--- config.mk ---
export PLATFORM = sky130hd
export DESIGN_NAME = rgb_to_hsv_approximate_flat
export DESIGN_NICKNAME = d
export VERILOG_FILES = /design/src/rtl/rhsv_pkg.sv /design/src/rtl/rhsv_rgb_if.sv /design/src/rtl/rhsv_hsv_if.sv /design/src/rtl/rhsv_rescale.sv /design/src/rtl/rhsv_hue.sv /design/src/rtl/rgb_to_hsv_approximate.sv /design/src/flat_wrapper.sv
export SDC_FILE = /design/constraint.sdc
export NUM_CORES = 2
export LEC_CHECK = 0
export CORE_ASPECT_RATIO = 0.5
export CORE_MARGIN = 2
export CORE_UTILIZATION = 55
export DETAILED_ROUTE_END_ITERATION = 7
export DONT_BUFFER_PORTS = 1
export GPL_ROUTABILITY_DRIVEN = 0
export GPL_TIMING_DRIVEN = 0
export PLACE_DENSITY_LB_ADDON = 0.08
export SETUP_SLACK_MARGIN = 0.2
export SLEW_MARGIN = 15
export SYNTH_ARGS = -nofsm -noshare
export SYNTH_HDL_FRONTEND = slang
export SYNTH_SLANG_ARGS = --single-unit
--- constraint.sdc ---
create_clock -name i_clk -period 8.95 [get_ports i_clk]
set_clock_uncertainty 0.1 [all_clocks]
set_input_delay 0.4475 -clock i_clk [delete_from_list [all_inputs] [get_ports i_clk]]
set_output_delay 0.4475 -clock i_clk [all_outputs]
set_load 0.01 [all_outputs]
--- src/rtl/rhsv_pkg.sv ---
package rhsv_pkg;

    // One pixel, three 8-bit channels.
    typedef struct packed {
        logic [7:0] r;
        logic [7:0] g;
        logic [7:0] b;
    } t_rgb;

    // Per-pixel values that travel alongside the channels down the pipe.
    typedef struct packed {
        logic       grey;
        logic [7:0] desat;
        logic [7:0] sat;
        logic [7:0] vidx;
    } t_side;

    typedef logic [7:0] t_lut8 [256];

    // Floor of sqrt(d * 256), one result bit per step.
    function automatic logic [7:0] f_isqrt8(input logic [7:0] d);
        logic [15:0] x;
        logic [7:0]  root;
        logic [7:0]  trial;
        int          k;
        x    = {d, 8'h00};
        root = '0;
        for (k = 7; k >= 0; k--) begin
            trial = root | (8'd1 << k);
            if (16'(trial) * 16'(trial) <= x) begin
                root = trial;
            end
        end
        return root;
    endfunction

    function automatic t_lut8 f_sqrt_lut();
        t_lut8 lut;
        int    i;
        for (i = 0; i < 256; i++) begin
            lut[i] = f_isqrt8(8'(i));
        end
        return lut;
    endfunction

    // Square-root table used to un-dim saturation and value.
    localparam t_lut8 SQRT_LUT = f_sqrt_lut();

endpackage

--- src/rtl/rhsv_rgb_if.sv ---
interface rhsv_rgb_if;
    logic       valid;
    logic       ready;
    logic [7:0] red_in;
    logic [7:0] green_in;
    logic [7:0] blue_in;

    modport source (output valid, output red_in, output green_in, output blue_in,
                    input ready);
    modport sink   (input valid, input red_in, input green_in, input blue_in,
                    output ready);
endinterface

--- src/rtl/rhsv_hsv_if.sv ---
interface rhsv_hsv_if;
    logic       valid;
    logic       ready;
    logic [7:0] hue_out;
    logic [7:0] sat_out;
    logic [7:0] val_out;

    modport source (output valid, output hue_out, output sat_out, output val_out,
                    input ready);
    modport sink   (input valid, input hue_out, input sat_out, input val_out,
                    output ready);
endinterface

--- src/rtl/rhsv_rescale.sv ---
module rhsv_rescale import rhsv_pkg::*; (
    input  logic       i_clk,
    input  logic       i_rst_n,
    input  logic       i_valid,
    output logic       o_ready,
    input  t_rgb       i_rgb,
    input  t_side      i_side,
    input  logic [7:0] i_div,
    input  logic       i_en,
    output logic       o_valid,
    input  logic       i_ready,
    output t_rgb       o_rgb,
    output t_side      o_side
);

    // Reciprocal table: 65535 / divisor, with a zero divisor taken as one.
    logic [15:0] w_recip [256];

    for (genvar k = 0; k < 256; k++) begin : g_recip
        localparam int unsigned Div = (k == 0) ? 1 : k;
        localparam logic [15:0] Recip = 16'(65535 / Div);
        assign w_recip[k] = Recip;
    end

    logic        r_a_vld;
    t_rgb        r_a_rgb;
    t_side       r_a_side;
    logic [15:0] r_a_factor;
    logic        r_a_en;
    logic        r_b_vld;
    t_rgb        r_b_rgb;
    t_side       r_b_side;
    logic        w_a_rdy;
    logic        w_b_rdy;
    t_rgb        n_b_rgb;
    logic [23:0] w_pr;
    logic [23:0] w_pg;
    logic [23:0] w_pb;

    assign w_b_rdy = !r_b_vld || i_ready;
    assign w_a_rdy = !r_a_vld || w_b_rdy;
    assign o_ready = w_a_rdy;

    // Stage A: look up the factor.
    always_ff @(posedge i_clk) begin
        if (!i_rst_n) begin
            r_a_vld <= 1'b0;
        end else if (w_a_rdy) begin
            r_a_vld <= i_valid;
        end
        if (w_a_rdy && i_valid) begin
            r_a_rgb    <= i_rgb;
            r_a_side   <= i_side;
            r_a_factor <= w_recip[i_div];
            r_a_en     <= i_en;
        end
    end

    // Stage B: multiply each channel and keep bits 15:8, or pass it through when disabled.
    always_comb begin
        w_pr    = 24'(r_a_rgb.r) * 24'(r_a_factor);
        w_pg    = 24'(r_a_rgb.g) * 24'(r_a_factor);
        w_pb    = 24'(r_a_rgb.b) * 24'(r_a_factor);
        n_b_rgb = r_a_rgb;
        if (r_a_en) begin
            n_b_rgb.r = w_pr[15:8];
            n_b_rgb.g = w_pg[15:8];
            n_b_rgb.b = w_pb[15:8];
        end
    end

    always_ff @(posedge i_clk) begin
        if (!i_rst_n) begin
            r_b_vld <= 1'b0;
        end else if (w_b_rdy) begin
            r_b_vld <= r_a_vld;
        end
        if (w_b_rdy && r_a_vld) begin
            r_b_rgb  <= n_b_rgb;
            r_b_side <= r_a_side;
        end
    end

    assign o_valid = r_b_vld;
    assign o_rgb   = r_b_rgb;
    assign o_side  = r_b_side;

endmodule

--- src/rtl/rhsv_hue.sv ---
module rhsv_hue import rhsv_pkg::*; (
    input  logic       i_clk,
    input  logic       i_rst_n,
    input  logic       i_valid,
    output logic       o_ready,
    input  t_rgb       i_rgb,
    input  t_side      i_side,
    output logic       o_valid,
    input  logic       i_ready,
    output logic [7:0] o_hue,
    output logic [7:0] o_sat,
    output logic [7:0] o_val
);

    localparam logic [7:0] HUE_CYAN = 8'd128;
    localparam logic [7:0] HUE_NAVY = 8'd160;

    function automatic logic [7:0] f_scale8(input logic [7:0] v, input logic [7:0] s);
        logic [15:0] p;
        p = 16'(v) * (16'(s) + 16'd1);
        return p[15:8];
    endfunction

    function automatic logic [7:0] f_qsub8(input logic [7:0] a, input logic [7:0] b);
        return (a > b) ? (a - b) : 8'd0;
    endfunction

    logic       r_vld;
    logic [7:0] r_hue;
    logic [7:0] r_sat;
    logic [7:0] r_val;
    logic       w_rdy;
    logic [7:0] w_h;
    logic [7:0] w_radj;
    logic [7:0] w_gadj;
    logic [7:0] w_gsum;
    logic [7:0] w_rwrap;
    logic [7:0] n_hue;
    logic [7:0] n_sat;
    logic [7:0] n_val;

    assign w_rdy   = !r_vld || i_ready;
    assign o_ready = w_rdy;

    always_comb begin
        w_radj  = f_scale8(f_qsub8(8'd171, i_rgb.r), 8'd47);
        w_gadj  = f_scale8(f_qsub8(i_rgb.g, 8'd171), 8'd96);
        w_gsum  = w_radj + w_gadj;
        w_rwrap = i_rgb.g + 8'd86 - i_rgb.r;
        // The dominant channel picks the wheel segment; ties go to red, then green.
        priority if (i_rgb.r >= i_rgb.g && i_rgb.r >= i_rgb.b) begin
            priority if (i_rgb.g == 8'd0) begin
                w_h = 8'd208 + f_scale8(f_qsub8(i_rgb.r, 8'd128), 8'd96);
            end else if (8'(i_rgb.r - i_rgb.g) > i_rgb.g) begin
                w_h = f_scale8(i_rgb.g, 8'd96);
            end else begin
                w_h = 8'd32 + f_scale8(f_qsub8(w_rwrap, 8'd4), 8'd96);
            end
        end else if (i_rgb.g >= i_rgb.b) begin
            priority if (i_rgb.b == 8'd0) begin
                w_h = 8'd64 + (w_gsum >> 1);
            end else if (8'(i_rgb.g - i_rgb.b) > i_rgb.b) begin
                w_h = 8'd96 + f_scale8(i_rgb.b, 8'd96);
            end else begin
                w_h = HUE_CYAN + f_scale8(f_qsub8(i_rgb.b, 8'd85), 8'd48);
            end
        end else begin
            priority if (i_rgb.r == 8'd0) begin
                w_h = HUE_CYAN + ((HUE_NAVY - HUE_CYAN) >> 2)
                    + f_scale8(f_qsub8(i_rgb.b, 8'd128), 8'd48);
            end else if (8'(i_rgb.b - i_rgb.r) > i_rgb.r) begin
                w_h = HUE_NAVY + f_scale8(i_rgb.r, 8'd96);
            end else begin
                w_h = 8'd192 + f_scale8(f_qsub8(i_rgb.r, 8'd85), 8'd96);
            end
        end

        n_val = SQRT_LUT[i_side.vidx];
        if (i_side.grey) begin
            n_hue = 8'd0;
            n_sat = 8'd0;
        end else begin
            n_hue = w_h + 8'd1;
            n_sat = i_side.sat;
        end
    end

    always_ff @(posedge i_clk) begin
        if (!i_rst_n) begin
            r_vld <= 1'b0;
        end else if (w_rdy) begin
            r_vld <= i_valid;
        end
        if (w_rdy && i_valid) begin
            r_hue <= n_hue;
            r_sat <= n_sat;
            r_val <= n_val;
        end
    end

    assign o_valid = r_vld;
    assign o_hue   = r_hue;
    assign o_sat   = r_sat;
    assign o_val   = r_val;

endmodule

--- src/rtl/rgb_to_hsv_approximate.sv ---
// Channel   Dir   Signals                               Item
// i_pix     in    valid, ready, red_in/green_in/blue_in  one RGB pixel, 8 bits each
// o_hsv     out   valid, ready, hue_out/sat_out/val_out  one HSV result, 8 bits each
//
// One pixel enters per clock while no stage is stalled; each result passes
// through the eight register stages of the pipe on its way out.
// Reset (i_rst_n low at a rising edge) clears every stage valid bit; no table
// needs filling, so the block can take a pixel as soon as reset is released.
// Each stage holds its item while the next one is full and cannot move on, so a
// stall at the output backs up only through full stages and bubbles are still filled.
module rgb_to_hsv_approximate import rhsv_pkg::*; (
    input  logic       i_clk,
    input  logic       i_rst_n,
    rhsv_rgb_if.sink   i_pix,
    rhsv_hsv_if.source o_hsv
);

    // Stage 1: find the smallest channel and remove it from all three.
    logic       r_s1_vld;
    t_rgb       r_s1_rgb;
    logic [7:0] r_s1_desat;
    logic       w_s1_rdy;
    logic [7:0] w_min_rg;
    logic [7:0] n_s1_desat;

    // Stage 2: un-dim the saturation through the square-root table.
    logic       r_s2_vld;
    t_rgb       r_s2_rgb;
    t_side      r_s2_side;
    logic       r_s2_en;
    logic       w_s2_rdy;
    logic [7:0] w_s2_sat;
    t_side      n_s2_side;

    // First rescale, by 65535 / saturation.
    logic       w_r1_vld;
    logic       w_r1_rdy;
    t_rgb       w_r1_rgb;
    t_side      w_r1_side;

    // Stage 4: total of the rescaled channels and the value index.
    logic       r_s4_vld;
    t_rgb       r_s4_rgb;
    t_side      r_s4_side;
    logic [7:0] r_s4_div;
    logic       r_s4_en;
    logic       w_s4_rdy;
    logic [9:0] w_sum;
    logic [9:0] w_total;
    logic [9:0] w_vsum;
    t_side      n_s4_side;

    // Second rescale, by 65535 / total, then hue and output register.
    logic       w_r2_vld;
    logic       w_r2_rdy;
    t_rgb       w_r2_rgb;
    t_side      w_r2_side;
    logic       w_hue_rdy;

    // Each stage can take a new item when it is empty or its item moves on.
    assign w_s4_rdy    = !r_s4_vld || w_r2_rdy;
    assign w_s2_rdy    = !r_s2_vld || w_r1_rdy;
    assign w_s1_rdy    = !r_s1_vld || w_s2_rdy;
    assign i_pix.ready = w_s1_rdy;

    always_comb begin
        w_min_rg   = (i_pix.green_in < i_pix.red_in) ? i_pix.green_in : i_pix.red_in;
        n_s1_desat = (i_pix.blue_in < w_min_rg) ? i_pix.blue_in : w_min_rg;
    end

    always_ff @(posedge i_clk) begin
        if (!i_rst_n) begin
            r_s1_vld <= 1'b0;
        end else if (w_s1_rdy) begin
            r_s1_vld <= i_pix.valid;
        end
        if (w_s1_rdy && i_pix.valid) begin
            r_s1_rgb.r <= i_pix.red_in - n_s1_desat;
            r_s1_rgb.g <= i_pix.green_in - n_s1_desat;
            r_s1_rgb.b <= i_pix.blue_in - n_s1_desat;
            r_s1_desat <= n_s1_desat;
        end
    end

    // A saturation of zero would need a divide by zero; it is forced to one.
    // It cannot occur for a pixel with any color, so the clamp is only a guard.
    always_comb begin
        w_s2_sat        = 8'd255 - SQRT_LUT[r_s1_desat];
        n_s2_side.grey  = (r_s1_rgb.r == 8'd0) && (r_s1_rgb.g == 8'd0)
                        && (r_s1_rgb.b == 8'd0);
        n_s2_side.desat = r_s1_desat;
        n_s2_side.sat   = (w_s2_sat == 8'd0) ? 8'd1 : w_s2_sat;
        n_s2_side.vidx  = 8'd0;
    end

    always_ff @(posedge i_clk) begin
        if (!i_rst_n) begin
            r_s2_vld <= 1'b0;
        end else if (w_s2_rdy) begin
            r_s2_vld <= r_s1_vld;
        end
        if (w_s2_rdy && r_s1_vld) begin
            r_s2_rgb  <= r_s1_rgb;
            r_s2_side <= n_s2_side;
            r_s2_en   <= (n_s2_side.sat != 8'd255);
        end
    end

    rhsv_rescale u_rescale_sat (
        .i_clk   (i_clk),
        .i_rst_n (i_rst_n),
        .i_valid (r_s2_vld),
        .o_ready (w_r1_rdy),
        .i_rgb   (r_s2_rgb),
        .i_side  (r_s2_side),
        .i_div   (r_s2_side.sat),
        .i_en    (r_s2_en),
        .o_valid (w_r1_vld),
        .i_ready (w_s4_rdy),
        .o_rgb   (w_r1_rgb),
        .o_side  (w_r1_side)
    );

    // A total of zero is taken as one. Value is the un-dimmed, saturated sum
    // of the removed grey and the total; grey pixels use the grey level alone.
    always_comb begin
        w_sum     = 10'(w_r1_rgb.r) + 10'(w_r1_rgb.g) + 10'(w_r1_rgb.b);
        w_total   = (w_sum == 10'd0) ? 10'd1 : w_sum;
        w_vsum    = 10'(w_r1_side.desat) + w_total;
        n_s4_side = w_r1_side;
        if (w_r1_side.grey) begin
            n_s4_side.vidx = w_r1_side.desat;
        end else begin
            n_s4_side.vidx = (w_vsum > 10'd255) ? 8'd255 : w_vsum[7:0];
        end
    end

    always_ff @(posedge i_clk) begin
        if (!i_rst_n) begin
            r_s4_vld <= 1'b0;
        end else if (w_s4_rdy) begin
            r_s4_vld <= w_r1_vld;
        end
        if (w_s4_rdy && w_r1_vld) begin
            r_s4_rgb  <= w_r1_rgb;
            r_s4_side <= n_s4_side;
            r_s4_div  <= w_total[7:0];
            r_s4_en   <= (w_sum < 10'd255);
        end
    end

    rhsv_rescale u_rescale_total (
        .i_clk   (i_clk),
        .i_rst_n (i_rst_n),
        .i_valid (r_s4_vld),
        .o_ready (w_r2_rdy),
        .i_rgb   (r_s4_rgb),
        .i_side  (r_s4_side),
        .i_div   (r_s4_div),
        .i_en    (r_s4_en),
        .o_valid (w_r2_vld),
        .i_ready (w_hue_rdy),
        .o_rgb   (w_r2_rgb),
        .o_side  (w_r2_side)
    );

    rhsv_hue u_hue (
        .i_clk   (i_clk),
        .i_rst_n (i_rst_n),
        .i_valid (w_r2_vld),
        .o_ready (w_hue_rdy),
        .i_rgb   (w_r2_rgb),
        .i_side  (w_r2_side),
        .o_valid (o_hsv.valid),
        .i_ready (o_hsv.ready),
        .o_hue   (o_hsv.hue_out),
        .o_sat   (o_hsv.sat_out),
        .o_val   (o_hsv.val_out)
    );

    // An open output leaves no stage blocked, so the input must be open too.
    a_ready_chain: assert property (@(posedge i_clk) disable iff (!i_rst_n)
        o_hsv.ready |-> i_pix.ready)
        else $error("input blocked while the output is ready");

    // Only grey pixels report zero saturation, and they carry hue zero.
    a_grey_hue: assert property (@(posedge i_clk) disable iff (!i_rst_n)
        (o_hsv.valid && o_hsv.sat_out == 8'd0) |-> (o_hsv.hue_out == 8'd0))
        else $error("zero saturation with nonzero hue");

    // The value index is a saturating sum and never drops below the grey level.
    a_vidx_floor: assert property (@(posedge i_clk) disable iff (!i_rst_n)
        r_s4_vld |-> (r_s4_side.vidx >= r_s4_side.desat))
        else $error("value index below the removed grey level");

endmodule

--- src/flat_wrapper.sv ---
// flat-port wrapper written by rule: the top's interface ports become plain ports
module rgb_to_hsv_approximate_flat import rhsv_pkg::*;
  (i_clk, i_rst_n, i_pix_valid, i_pix_red_in, i_pix_green_in, i_pix_blue_in, i_pix_ready, o_hsv_valid, o_hsv_hue_out, o_hsv_sat_out, o_hsv_val_out, o_hsv_ready);
  rhsv_rgb_if i_pix_i ();
  rhsv_hsv_if o_hsv_i ();
  input  logic i_clk;
  input  logic i_rst_n;
  input wire logic [$bits(i_pix_i.valid)-1:0] i_pix_valid;
  input wire logic [$bits(i_pix_i.red_in)-1:0] i_pix_red_in;
  input wire logic [$bits(i_pix_i.green_in)-1:0] i_pix_green_in;
  input wire logic [$bits(i_pix_i.blue_in)-1:0] i_pix_blue_in;
  output wire logic [$bits(i_pix_i.ready)-1:0] i_pix_ready;
  output wire logic [$bits(o_hsv_i.valid)-1:0] o_hsv_valid;
  output wire logic [$bits(o_hsv_i.hue_out)-1:0] o_hsv_hue_out;
  output wire logic [$bits(o_hsv_i.sat_out)-1:0] o_hsv_sat_out;
  output wire logic [$bits(o_hsv_i.val_out)-1:0] o_hsv_val_out;
  input wire logic [$bits(o_hsv_i.ready)-1:0] o_hsv_ready;
  assign i_pix_i.valid = i_pix_valid;
  assign i_pix_i.red_in = i_pix_red_in;
  assign i_pix_i.green_in = i_pix_green_in;
  assign i_pix_i.blue_in = i_pix_blue_in;
  assign i_pix_ready = i_pix_i.ready;
  assign o_hsv_valid = o_hsv_i.valid;
  assign o_hsv_hue_out = o_hsv_i.hue_out;
  assign o_hsv_sat_out = o_hsv_i.sat_out;
  assign o_hsv_val_out = o_hsv_i.val_out;
  assign o_hsv_i.ready = o_hsv_ready;
  rgb_to_hsv_approximate u_core (.i_clk(i_clk), .i_rst_n(i_rst_n), .i_pix(i_pix_i), .o_hsv(o_hsv_i));
endmodule
==> out/qor.csv <==
stage;metric;value;unit
drt;drt drc;521;
yosys;Post-Synthesis Cells;5228;
timing;FMAX;134;MHz
timing;Rel. slew slack;35.5;%
clock_network;Root Driver;clkbuf_16;
yosys;area of the mapped netlist;47200;um2
critical_path;crit path max fanout;10;
grt;vias in the first global route;40300;
yosys;Top FF cell, synth;edfxtp_1;
yosys;top cell type's share of synthesized area;22.0;%
die;die width;418;um
critical_path;slowest library cell on the worst path;edfxtp_1;
die;Core ar.;84500;um2
clock_network;CTS tree;done;
outcome;outcome;finished, violations left;
die;# IOs;54;
drt;initial drt markers;5428;
drt;DRT Wirelength;137;mm
yosys;Syn Nets;6264;
placed_design;Port Buf Inserts;0;
yosys;main area contributors after synthesis;edfxtp_1, ha_1, fa_1;
yosys;post-synthesis adder-cell area fraction;32.6;%
clock_network;CTS H-tree depth;2;
power_and_ir_drop;total power;0.00551;W
yosys;register area share after synthesis;22.3;%
yosys;fraction of registers with async set/reset;0;%
drt;Final ANT Viol Nets;0;
placed_design;placed cells;6355;
yosys;flops & latches, synth;354;
timing;Fin. Hold Viols;0;
critical_path;CP endpoint kind;flip-flop;
grt;grt total ovfl;0;
timing;period utilization;83.6;%
grt;initial antenna violation count;1;
drt;Wirelength per Cell;21.2;um
finish;Syn-to-layout area delta;6.38;%
clock_network;cts bufs inserted;36;
power_and_ir_drop;maximum VDD drop;0.000129;V
finish;Util after Layout;59.5;%
drt;TritonRoute pass-1 iters;8;
yosys;post-synthesis compound-gate area fraction;14.8;%
timing;Final min period;7480;ps
timing;unrepaired setup endpoints after global routing;no;
finish;layout cell share with drive strength beyond 1;3.46;%
clock_network;CTS clock-pin slew for the worst setup and hold paths;70;ps
critical_path;Arr. time, crit path;7710;ps
clock_network;postcts setup bufs;0;
grt;first-pass GRT wire length;218;mm
placed_design;area post-placement;48900;um2
clock_network;Clock Sink Count;354;
drt;Vias/cell;6.21;
timing;Worst Max-Slew Pin Slew;956;ps
timing;Slew Viols, Final;0;
clock_network;clock buffer depth;3;
finish;final std cells w/o fill;6433;
yosys;synth warn;0;
drt;via count;39900;
critical_path;nature of the critical path startpoint;flip-flop;
yosys;top-count cell post-synth;ha_1;
die;Die H;211;um
clock_network;CTS-repair resized insts;0;
yosys;EDFF count, synth;346;
placed_design;DP HPWL;106;mm
yosys;Synth Area per Inst;9.03;um2
die;num rows;75;
worst_hold_path;min-delay worst type;in2reg;
grt;largest net degree at the start of global routing;33;
yosys;Post-synth top cells;ha_1, inv_1, nand2_1, fa_1, edfxtp_1;
yosys;largest family of logic cells by synthesized area;adder cells;
finish;filler instances;7449;
die;die area;88300;um2
power_and_ir_drop;LEAKAGE;22.2;nW
critical_path;critical path type;reg2reg;
finish;design area;50200;um2
yosys;Simple-Gate Fraction of Synth Area;15.3;%
power_and_ir_drop;Power per Cell Area;110;nW/um2
die;Initial Util;55.9;%
timing;final setup fails;0;
outcome;failing checks;DRC;
critical_path;Worst EP required;9180;ps
job;Max Cap Viol;0;
yosys;post-synth cell types;92;
yosys;post-synthesis mux area share;2.74;%
clock_network;CTS hold repair buffers;9;
yosys;xor/xnor cell area share of the yosys netlist;5.25;%
yosys;post-synth top area cell;edfxtp_1;
clock_network;Worst-Skew Late Latency;580;ps
finish;final-stage net count;6322;
grt;Total GRT Usage;31.2;%
critical_path;Worst path most repeated cell;ha_1;
critical_path;Worst path max stage delay;680;ps
timing;Setup TNS Final;0;ps
==> registers in the layout, summed over array words and instances (netlist names), 8 cells and up <==
register,flops
u_core.r_s2_side,17
u_core.u_rescale_total.r_a_rgb,24
u_core.u_hue.o_sat,8
u_core.u_rescale_sat.o_rgb,24
u_core.r_s1_desat,8
u_core.u_rescale_total.o_rgb,24
u_core.u_hue.o_val,8
u_core.u_rescale_total.r_a_factor,16
u_core.u_rescale_sat.o_side,17
u_core.r_s4_rgb,24
u_core.r_s4_div,8
u_core.r_s1_rgb,24
u_core.u_rescale_sat.r_a_factor,16
u_core.u_rescale_total.r_a_side,17
u_core.u_rescale_sat.r_a_rgb,24
u_core.u_rescale_total.o_side,17
u_core.u_rescale_sat.r_a_side,17
u_core.u_hue.o_hue,8
u_core.r_s4_side,17
u_core.r_s2_rgb,24
==> report_power, final <==
group,leakage (nW),switching [W],total [W],internal (W)
sequential,3.23,0.0000717,0.00200,0.00193
combinational,18.4,0.00118,0.00199,0.000807
clock,0.568,0.000694,0.00153,0.000833
==> per-stage QoR <==
| step | setup WS [ps] | hold WS (ps) |
|---|---|---|
| floorplan | 2470 | 300 |
| global placement | 1650 | 301 |
| detailed placement | 1500 | 305 |
| CTS | 1490 | 8.46 |
| global route | 882 | 30.3 |
| finish | 1470 | 46.4 |
==> routing by layer <==
layer  vias up  track usage [%]  wire (um)
met5         -                0         34
li1      18000                -          -
met1     19000             39.5      54300
met4         2             13.1       7390
met2      2224             50.9      61300
met3       668             7.91      13600
==> layout make-up <==
class	count	area (um2)	area share, %
timing repair buffer	20	343	0.683
inverter	587	2200	4.39
clock inverter	26	260	0.518
buffer	289	1090	2.17
tap	1116	1400	2.78
multi-input combinational	3998	33400	66.6
sequential	354	10600	21.0
clock buffer	39	933	1.86
antenna	4	10.0	0.0199
==> cell usage in the layout (no fill, tap or decap), types with 50 or more instances in the layout <==
cell type and instances:
fa_1 369, a21o_1 56, mux2_2 52, a211oi_1 67
a21oi_1 332, nand3_1 55, edfxtp_1 346, nor2_1 308
inv_1 582, clkbuf_1 257, xnor2_1 196, xor2_1 87
o21ai_0 234, nor3_1 86, o211ai_1 50, and2_1 289
ha_1 639, nand2_1 556
==> logic make-up (layout without fill, tap and decap cells) <==
family          count (synthesis)  after routing
buf+inv                       876            961
xor+xnor                      283            283
simple gates                 1513           1513
compound gates               1088           1088
fa+ha+maj                    1008           1008
flops                         354            354
mux                           104            104
other cells                     2              6
==> critical path, delay by kind of cell (launching register included) <==
| kind | cells | cell delay (ps) |
|---|---|---|
| flip-flops | 1 | 680 |
| buffers and inverters | 3 | 430 |
| adder cells (fa/ha/maj) | 8 | 2380 |
| XOR/XNOR | 2 | 270 |
| AO/OA/AOI/OAI | 9 | 1590 |
| AND/OR/NAND/NOR | 10 | 1780 |
==> worst paths after layout <==
| kind | start | to | slack, ps | depth (start not counted) |
|---|---|---|---|---|
| max | u_core.u_rescale_total.o_rgb[8] | u_core.u_hue.o_hue[7] | 1470 | 32 |
| min | i_pix_red_in[1] | u_core.r_s1_rgb[17] | 50 | 1 |
| max reg2reg | u_core.u_rescale_total.o_rgb[8] | u_core.u_hue.o_hue[7] | 1470 | 32 |
| min reg2reg | u_core.r_s4_side[11] | u_core.u_rescale_total.r_a_side[11] | 320 | 0 |
Note: power is estimated with default switching activity, not from simulation.
